==> src/sv/mtld_pkg.sv <==
// ----------------------------------------------------------------------------
// mtld_pkg
// Shared types and constants for the magic/type/length deframer.
// ----------------------------------------------------------------------------
package mtld_pkg;

  localparam int unsigned MAGIC_LEN = 4;

  // Header is magic (4) + type (1) + length (4); code 9 marks the body phase
  localparam logic [3:0] HDR_LAST   = 4'd8;
  localparam logic [3:0] TYPE_POS   = 4'd4;
  localparam logic [3:0] BODY_PHASE = 4'd9;

  typedef enum logic [1:0] {
    KIND_BODY      = 2'd0,
    KIND_EMPTY     = 2'd1,
    KIND_BAD_MAGIC = 2'd2
  } kind_t;

  typedef struct packed {
    kind_t      kind;
    logic [7:0] pkt_type;
    logic [7:0] data_byte;
    logic       last;
  } result_t;

  typedef struct packed {
    logic halted;
    logic in_body;
  } parse_status_t;

  // Expected magic bytes: 'J', 'I', 'I', 'T'
  function automatic logic [7:0] magic_byte(input logic [1:0] idx);
    logic [7:0] val;
    case (idx)
      2'd0:    val = 8'h4A;
      2'd1:    val = 8'h49;
      2'd2:    val = 8'h49;
      default: val = 8'h54;
    endcase
    return val;
  endfunction

endpackage

==> src/sv/magic_type_length_deframer.sv <==
// ----------------------------------------------------------------------------
// magic_type_length_deframer
// Byte-serial deframer for a magic/type/length packet stream.
// ----------------------------------------------------------------------------
// Path: a request accepted into the input register moves into the result
//   register once that register is free or draining, and is taken from the
//   result register by the consumer.
// Throughput: one byte per cycle when the output is not stalled; the parser
//   step is a single pass of compare and counter update between the registers.
// Reset (rst, synchronous): clears header position, length, type and the halt
//   flag, and empties both registers. Nothing needs sweeping after reset.
// ----------------------------------------------------------------------------
module magic_type_length_deframer
  import mtld_pkg::*;
(
  input  logic       clk,
  input  logic       rst,
  input  logic       in_valid,
  output logic       in_ready,
  input  logic [7:0] in_byte,
  output logic       out_valid,
  input  logic       out_ready,
  output logic [1:0] kind,
  output logic [7:0] pkt_type,
  output logic [7:0] data_byte,
  output logic       last
);

  logic          held_valid;
  logic [7:0]    held_byte;
  logic          advance;
  logic          res_valid;
  result_t       res;
  result_t       out_res;
  parse_status_t status;

  // The held byte moves on when the result register is free or draining now.
  // Bytes that give no result still step the parser.
  assign advance = held_valid && (!out_valid || out_ready);

  mtld_in_reg u_in_reg (
    .clk        (clk),
    .rst        (rst),
    .in_valid   (in_valid),
    .in_ready   (in_ready),
    .in_byte    (in_byte),
    .advance    (advance),
    .held_valid (held_valid),
    .held_byte  (held_byte)
  );

  mtld_parser u_parser (
    .clk       (clk),
    .rst       (rst),
    .step      (advance),
    .in_byte   (held_byte),
    .res_valid (res_valid),
    .res       (res),
    .status    (status)
  );

  mtld_out_reg u_out_reg (
    .clk       (clk),
    .rst       (rst),
    .load      (advance && res_valid),
    .load_res  (res),
    .out_valid (out_valid),
    .out_ready (out_ready),
    .out_res   (out_res)
  );

  assign kind      = out_res.kind;
  assign pkt_type  = out_res.pkt_type;
  assign data_byte = out_res.data_byte;
  assign last      = out_res.last;

  // Once halted, the parser must not produce any further result
  a_halt_silent: assert property (@(posedge clk) disable iff (rst)
    status.halted |-> !res_valid)
    else $error("result produced while halted");

  // A bad-magic result must leave the parser halted
  a_bad_halts: assert property (@(posedge clk) disable iff (rst)
    (advance && res_valid && res.kind == KIND_BAD_MAGIC) |=> status.halted)
    else $error("bad magic did not halt the parser");

  // Body results only come out of the body phase
  a_body_phase: assert property (@(posedge clk) disable iff (rst)
    (res_valid && res.kind == KIND_BODY) |-> status.in_body)
    else $error("body result outside body phase");

  // The result register is never overwritten while it holds an untaken request
  a_no_overrun: assert property (@(posedge clk) disable iff (rst)
    (out_valid && !out_ready) |-> !advance)
    else $error("result register overrun");

endmodule

==> src/sv/mtld_in_reg.sv <==
// ----------------------------------------------------------------------------
// mtld_in_reg
// Input register: holds one received byte until the parser steps on it.
// ----------------------------------------------------------------------------
module mtld_in_reg
  import mtld_pkg::*;
(
  input  logic       clk,
  input  logic       rst,
  input  logic       in_valid,
  output logic       in_ready,
  input  logic [7:0] in_byte,
  input  logic       advance,
  output logic       held_valid,
  output logic [7:0] held_byte
);

  assign in_ready = !held_valid || advance;

  always_ff @(posedge clk) begin
    if (rst) begin
      held_valid <= 1'b0;
    end else if (in_valid && in_ready) begin
      held_valid <= 1'b1;
    end else if (advance) begin
      held_valid <= 1'b0;
    end
  end

  always_ff @(posedge clk) begin
    if (in_valid && in_ready) begin
      held_byte <= in_byte;
    end
  end

endmodule

==> src/sv/mtld_parser.sv <==
// ----------------------------------------------------------------------------
// mtld_parser
// Header/body state and the per-byte decode; one byte per step.
// ----------------------------------------------------------------------------
module mtld_parser
  import mtld_pkg::*;
(
  input  logic          clk,
  input  logic          rst,
  input  logic          step,
  input  logic [7:0]    in_byte,
  output logic          res_valid,
  output result_t       res,
  output parse_status_t status
);

  logic [3:0]  header_position, header_position_next;
  logic        magic_match, magic_match_next;
  logic [7:0]  held_type, held_type_next;
  logic [31:0] bytes_remaining, bytes_remaining_next;
  logic        halted, halted_next;

  always_comb begin
    header_position_next = header_position;
    magic_match_next     = magic_match;
    held_type_next       = held_type;
    bytes_remaining_next = bytes_remaining;
    halted_next          = halted;
    res_valid            = 1'b0;
    res                  = '{kind: KIND_BODY, pkt_type: 8'd0, data_byte: 8'd0, last: 1'b0};

    if (!halted) begin
      if (header_position <= HDR_LAST) begin
        if (header_position < TYPE_POS) begin
          if (in_byte != magic_byte(header_position[1:0])) begin
            magic_match_next = 1'b0;
          end
        end else if (header_position == TYPE_POS) begin
          held_type_next = in_byte;
        end else begin
          bytes_remaining_next = {bytes_remaining[23:0], in_byte};
        end

        if (header_position != HDR_LAST) begin
          header_position_next = header_position + 4'd1;
        end else if (!magic_match_next) begin
          halted_next = 1'b1;
          res_valid   = 1'b1;
          res.kind    = KIND_BAD_MAGIC;
        end else if (bytes_remaining_next == 32'd0) begin
          res_valid            = 1'b1;
          res.kind             = KIND_EMPTY;
          res.pkt_type         = held_type_next;
          res.last             = 1'b1;
          header_position_next = 4'd0;
          magic_match_next     = 1'b1;
        end else begin
          header_position_next = BODY_PHASE;
        end
      end else begin
        // body phase; codes above nine behave the same
        bytes_remaining_next = bytes_remaining - 32'd1;
        res_valid            = 1'b1;
        res.kind             = KIND_BODY;
        res.pkt_type         = held_type;
        res.data_byte        = in_byte;
        if (bytes_remaining == 32'd1) begin
          res.last             = 1'b1;
          header_position_next = 4'd0;
          magic_match_next     = 1'b1;
        end
      end
    end
  end

  always_ff @(posedge clk) begin
    if (rst) begin
      header_position <= 4'd0;
      magic_match     <= 1'b1;
      held_type       <= 8'd0;
      bytes_remaining <= 32'd0;
      halted          <= 1'b0;
    end else if (step) begin
      header_position <= header_position_next;
      magic_match     <= magic_match_next;
      held_type       <= held_type_next;
      bytes_remaining <= bytes_remaining_next;
      halted          <= halted_next;
    end
  end

  assign status.halted  = halted;
  assign status.in_body = (header_position > HDR_LAST);

endmodule

==> src/sv/mtld_out_reg.sv <==
// ----------------------------------------------------------------------------
// mtld_out_reg
// Result register on the output channel.
// ----------------------------------------------------------------------------
module mtld_out_reg
  import mtld_pkg::*;
(
  input  logic    clk,
  input  logic    rst,
  input  logic    load,
  input  result_t load_res,
  output logic    out_valid,
  input  logic    out_ready,
  output result_t out_res
);

  always_ff @(posedge clk) begin
    if (rst) begin
      out_valid <= 1'b0;
    end else if (load) begin
      out_valid <= 1'b1;
    end else if (out_ready) begin
      out_valid <= 1'b0;
    end
  end

  always_ff @(posedge clk) begin
    if (load) begin
      out_res <= load_res;
    end
  end

endmodule
==> config.mk <==
export PLATFORM = sky130hd
export DESIGN_NAME = magic_type_length_deframer
export DESIGN_NICKNAME = d
export VERILOG_FILES = /design/src/sv/mtld_pkg.sv /design/src/sv/magic_type_length_deframer.sv /design/src/sv/mtld_in_reg.sv /design/src/sv/mtld_parser.sv /design/src/sv/mtld_out_reg.sv
export SDC_FILE = /design/constraint.sdc
export NUM_CORES = 1
export LEC_CHECK = 0
export BUFFER_PORTS_ARGS = -buffer_cell sky130_fd_sc_hd__buf_4
export CORE_MARGIN = 8
export CORE_UTILIZATION = 55
export DETAILED_ROUTE_END_ITERATION = 7
export MAX_ROUTING_LAYER = met4
export PLACE_DENSITY = 0.82
export SKIP_LAST_GASP = 1
export SYNTH_ARGS = -nofsm -noshare
export SYNTH_HDL_FRONTEND = slang
export SYNTH_SLANG_ARGS = --single-unit
export TNS_END_PERCENT = 20
==> constraint.sdc <==
create_clock -name clk -period 3.75 [get_ports clk]
set_input_delay 0.75 -clock clk [delete_from_list [all_inputs] [get_ports clk]]
set_output_delay 0.75 -clock clk [all_outputs]
set_load 0.02 [all_outputs]
==> impl_metrics.prom <==
# TYPE chip_impl_metric gauge
chip_impl_metric{name="die_height",unit="µm"} 102
chip_impl_metric{name="ys_ff_latch",unit=""} 75
chip_impl_info{name="ys_dominant_reg_cell",value="sky130_fd_sc_hd__dfxtp_1"} 1
chip_impl_info{name="hold_path.class",value="reg -> reg"} 1
chip_impl_info{name="critical_path.reg2reg.startpoint",value="u_parser.header_position[0]"} 1
chip_impl_metric{name="start_util",unit="%"} 56.4
chip_impl_metric{name="area_growth_syn_to_layout",unit="%"} 12.1
chip_impl_metric{name="multi_input_comb_area",unit="µm²"} 2120
chip_impl_info{name="most_area_consuming_cells_after_synthesis",value="sky130_fd_sc_hd__dfxtp_1 24%, sky130_fd_sc_hd__edfxtp_1 20%, sky130_fd_sc_hd__nor2_1 3.8%, sky130_fd_sc_hd__a21oi_1 3.2%, sky130_fd_sc_hd__mux2i_1 3.0%"} 1
chip_impl_metric{name="grt_first_pass_wirelength",unit="µm"} 17800
chip_impl_info{name="cell_family_with_the_largest_share_of_critical_path_delay",value="compound AO/OA/AOI/OAI gates"} 1
chip_impl_metric{name="stdcell_count",unit=""} 568
chip_impl_metric{name="worst_skew_pair.late_latency",unit="ns"} 0.36
chip_impl_metric{name="fp.dieArea",unit="µm²"} 10400
chip_impl_metric{name="hold_path_depth",unit=""} 2
chip_impl_metric{name="timing.slew.headroom",unit="%"} 33.0
chip_impl_info{name="tritoncts_clock_tree",value="yes"} 1
chip_impl_metric{name="reg2regPathDepth",unit=""} 7
chip_impl_metric{name="cts_num_sinks",unit=""} 75
chip_impl_metric{name="setup_viol_count_final",unit=""} 0
chip_impl_info{name="type_of_element_capturing_the_critical_path",value="flop"} 1
chip_impl_metric{name="fp.coreArea",unit="µm²"} 7180
chip_impl_info{name="root_buffer",value="sky130_fd_sc_hd__clkbuf_8"} 1
chip_impl_metric{name="cts.repair.resized",unit=""} 0
chip_impl_metric{name="crit_share_post_route",unit="%"} 69.3
chip_impl_metric{name="port-buffer-count",unit=""} 32
chip_impl_metric{name="initial_antenna_violation_count",unit=""} 0
chip_impl_metric{name="total_leakage_power",unit="nW"} 1.59
chip_impl_metric{name="rows",unit=""} 31
chip_impl_info{name="most_numerous_cell_types_in_the_synthesized_netlist",value="48 x sky130_fd_sc_hd__dfxtp_1, 41 x sky130_fd_sc_hd__nor2_1, 30 x sky130_fd_sc_hd__nand2_1, 27 x sky130_fd_sc_hd__edfxtp_1"} 1
chip_impl_metric{name="drive_gt1_share",unit="%"} 15.1
chip_impl_info{name="worst-setup-path-type",value="reg -> reg"} 1
chip_impl_metric{name="gpl.final_weighted_congestion",unit=""} 0.929
chip_impl_info{name="hold_path.startpoint",value="u_parser.held_type[1]"} 1
chip_impl_info{name="crit_path_top_delay_cell",value="sky130_fd_sc_hd__a41oi_1"} 1
chip_impl_metric{name="critical_path_required",unit="ns"} 3.84
chip_impl_info{name="critPathLaunch",value="u_parser.header_position[0]"} 1
chip_impl_metric{name="fmax",unit="GHz"} 0.385
chip_impl_metric{name="fillers",unit=""} 595
chip_impl_metric{name="final_sum_of_negative_setup_slack",unit="ns"} 0
chip_impl_info{name="path_cells",value="inv_1, ha_1, nor2b_1, nor2_1, o22ai_1, a41oi_1, nor3b_1"} 1
chip_impl_info{name="hold-path-endpoint",value="u_parser.held_type[1]"} 1
chip_impl_metric{name="route.vias.total",unit=""} 3773
chip_impl_metric{name="syn_nets",unit=""} 462
chip_impl_metric{name="postSynth.asyncResetShare",unit="%"} 0
chip_impl_metric{name="drt_drc_violations_left",unit=""} 0
chip_impl_metric{name="total_power",unit="mW"} 1.86
chip_impl_metric{name="pwr_density_cell",unit="nW/µm²"} 410
chip_impl_metric{name="vias_per_cell",unit=""} 6.64
chip_impl_metric{name="transition_time_at_the_pin_with_the_least_slew_margin",unit="ns"} 1.00
chip_impl_metric{name="final.min_clock_period",unit="ns"} 2.60
chip_impl_metric{name="cts.path.max_buffers",unit=""} 2
chip_impl_info{name="rsz0062_at_grt",value="no"} 1
chip_impl_info{name="outcome",value="finished, final reports clean"} 1
chip_impl_metric{name="r2r_slack",unit="ns"} 1.15
chip_impl_info{name="netlist.top_cell.by_area",value="sky130_fd_sc_hd__dfxtp_1"} 1
chip_impl_metric{name="crit_arrival",unit="ns"} 2.69
chip_impl_metric{name="detail_route.first_pass.iterations",unit=""} 7
chip_impl_metric{name="fin_nets",unit=""} 481
chip_impl_metric{name="routed_wire_length_per_instance",unit="µm"} 19.2
chip_impl_metric{name="grt_max_degree",unit=""} 42
chip_impl_info{name="critPathLaunchType",value="flop"} 1
chip_impl_metric{name="place_hpwl",unit="µm"} 7290
chip_impl_metric{name="synth_area",unit="µm²"} 4050
chip_impl_metric{name="hold_buffers",unit=""} 0
chip_impl_metric{name="cts_htree_levels",unit=""} 3
chip_impl_metric{name="postSynthCellCount",unit=""} 445
chip_impl_info{name="post-synth-top-count-cell",value="sky130_fd_sc_hd__dfxtp_1"} 1
chip_impl_metric{name="cts_setup_buffers",unit=""} 0
chip_impl_metric{name="cap_viol_max_count",unit=""} 0
chip_impl_info{name="worstReg2RegEnd",value="u_out_reg.out_res[11]"} 1
chip_impl_metric{name="grt-ovfl-total",unit=""} 0
chip_impl_metric{name="finClkSkew",unit="ns"} 0.00936
chip_impl_metric{name="count_of_unique_library_cells_instantiated_by_yosys",unit=""} 70
chip_impl_metric{name="synth-seq-area-share",unit="%"} 43.8
chip_impl_metric{name="post-synth-top-area-fraction",unit="%"} 23.7
chip_impl_metric{name="detail_route.iter0.violations",unit=""} 506
chip_impl_metric{name="report.final.slew_viol_count",unit=""} 0
chip_impl_metric{name="cts-buffers-inserted",unit=""} 9
chip_impl_metric{name="synth_edf_count",unit=""} 27
chip_impl_metric{name="final-hold-violation-count",unit=""} 0
chip_impl_metric{name="die_width",unit="µm"} 102
chip_impl_metric{name="area.sequential",unit="µm²"} 1770
chip_impl_metric{name="yosysWarnings",unit=""} 0
chip_impl_metric{name="gr-usage-all-layers",unit="%"} 22.4
chip_impl_metric{name="drt-total-wl",unit="µm"} 10900
chip_impl_metric{name="num_io_pins",unit=""} 33
chip_impl_metric{name="critical_path.max_fanout",unit=""} 8
chip_impl_metric{name="max-vdd-ir-drop",unit="mV"} 0.339
chip_impl_metric{name="place.detailed.instances",unit=""} 552
chip_impl_metric{name="critical-path-max-stage-delay",unit="ns"} 0.68
chip_impl_metric{name="antenna_cells",unit=""} 0
chip_impl_metric{name="mean_instance_size_in_the_synthesized_netlist",unit="µm²"} 9.10
chip_impl_metric{name="detail-route-antenna-nets",unit=""} 0
chip_impl_metric{name="grt_pass1_vias",unit=""} 3489
chip_impl_metric{name="bufs_and_invs_on_worst_path",unit=""} 1
chip_impl_metric{name="clk_pin_slew_worst_paths",unit="ns"} 0.10
## state kept, by name, indices dropped and copies added (netlist names)
name / flops
u_parser.bytes_remaining: 32
u_parser.magic_match: 1
u_parser.held_type: 8
u_out_reg.out_res: 19
u_parser.header_position: 4
u_out_reg.out_valid: 1
u_parser.halted: 1
u_in_reg.held_valid: 1
u_in_reg.held_byte: 8
## per-stage QoR
step | setup WS (ns) | utilization, % | hold slack, ns | instance area (µm²)
floorplan | 0.866 | - | 0.452 | 4050
global placement | 1.28 | 60.5 | 0.479 | 4340
detailed placement | 1.15 | 60.5 | 0.484 | 4340
CTS | 1.20 | 63.3 | 0.511 | 4540
global route | 0.958 | 63.3 | 0.542 | 4540
finish | 1.15 | 63.3 | 0.508 | 4540
## routing by layer
layer / part of all wire (%) / routed length (µm) / up-vias / global-route usage (%)
met4: 2.4 / 263 / 0 / 8.48
li1: - / - / 1733 / -
met1: 41 / 4460 / 1791 / 28.3
met2: 47 / 5180 / 213 / 34.1
met3: 9.3 / 1010 / 36 / 4.74
met5: 0 / 0 / - / -
## logic make-up after synthesis
| logic type | Yosys count | share of synthesized area (%) |
|---|---|---|
| flip-flops | 75 | 43.8 |
| AO/OA/AOI/OAI | 126 | 21.2 |
| AND/OR/NAND/NOR | 178 | 24.5 |
| buffers and inverters | 41 | 4.05 |
| adder cells (fa/ha/maj) | 5 | 1.55 |
| multiplexers | 15 | 3.80 |
| XOR/XNOR | 5 | 1.08 |
## power breakdown
group          internal, mW  total, mW  switching (mW)
Clock                 0.266      0.628           0.362
Sequential            0.865      0.911          0.0458
Combinational         0.124      0.325           0.201
Total                  1.26       1.86           0.609
## cell usage in the layout, fill, tap and decap left out, types with 5 or more instances in the layout
cell type                  synthesis  final
sky130_fd_sc_hd__dfxtp_1          48     48
sky130_fd_sc_hd__nor2_1           41     41
sky130_fd_sc_hd__buf_4             0     37
sky130_fd_sc_hd__nand2_1          30     30
sky130_fd_sc_hd__edfxtp_1         27     27
sky130_fd_sc_hd__a21oi_1          26     25
sky130_fd_sc_hd__nor3_1           21     21
sky130_fd_sc_hd__o21ai_0          15     15
sky130_fd_sc_hd__and2_1           13     13
sky130_fd_sc_hd__o21ai_1          12     12
sky130_fd_sc_hd__nand3_1          12     12
sky130_fd_sc_hd__mux2i_1          12     12
sky130_fd_sc_hd__inv_1            11     11
sky130_fd_sc_hd__nor4_1           10     10
sky130_fd_sc_hd__o22ai_1           9      9
sky130_fd_sc_hd__a211oi_1         10      9
sky130_fd_sc_hd__clkbuf_8          0      9
sky130_fd_sc_hd__nor3b_1           8      8
sky130_fd_sc_hd__nand2b_1          6      6
sky130_fd_sc_hd__a31oi_1           6      6
sky130_fd_sc_hd__a221oi_1          6      6
sky130_fd_sc_hd__o31ai_1           5      5
sky130_fd_sc_hd__ha_1              5      5
## layout make-up
class	count	area share (%)
inverters	12	0.992
flip-flops and latches	75	39.0
repair buffers	37	6.12
clock inverters	7	1.68
well taps	99	2.73
multi-input cells	329	46.7
clock buffers	9	2.73
## worst min-delay path, delay by kind of cell (launching register included)
family        cells  cell delay, ns
flops             1            0.34
mux               1            0.07
simple gates      1            0.07
## worst max-delay path by stage
| stage | slack [ns] | cells after the start | end |
|---|---|---|---|
| 2_1_floorplan | 0.87 | 8 | u_out_reg.out_res[0] |
| 3_3_place_gp | 1.28 | 6 | u_parser.held_type[2] |
| 6_report | 1.15 | 7 | u_out_reg.out_res[11] |
| 3_5_place_dp | 1.15 | 6 | u_parser.held_type[5] |
| 4_1_cts | 1.20 | 7 | u_parser.bytes_remaining[25] |
| 5_1_grt | 0.96 | 7 | u_out_reg.out_res[13] |
Note: power is estimated with default switching activity, not from simulation.
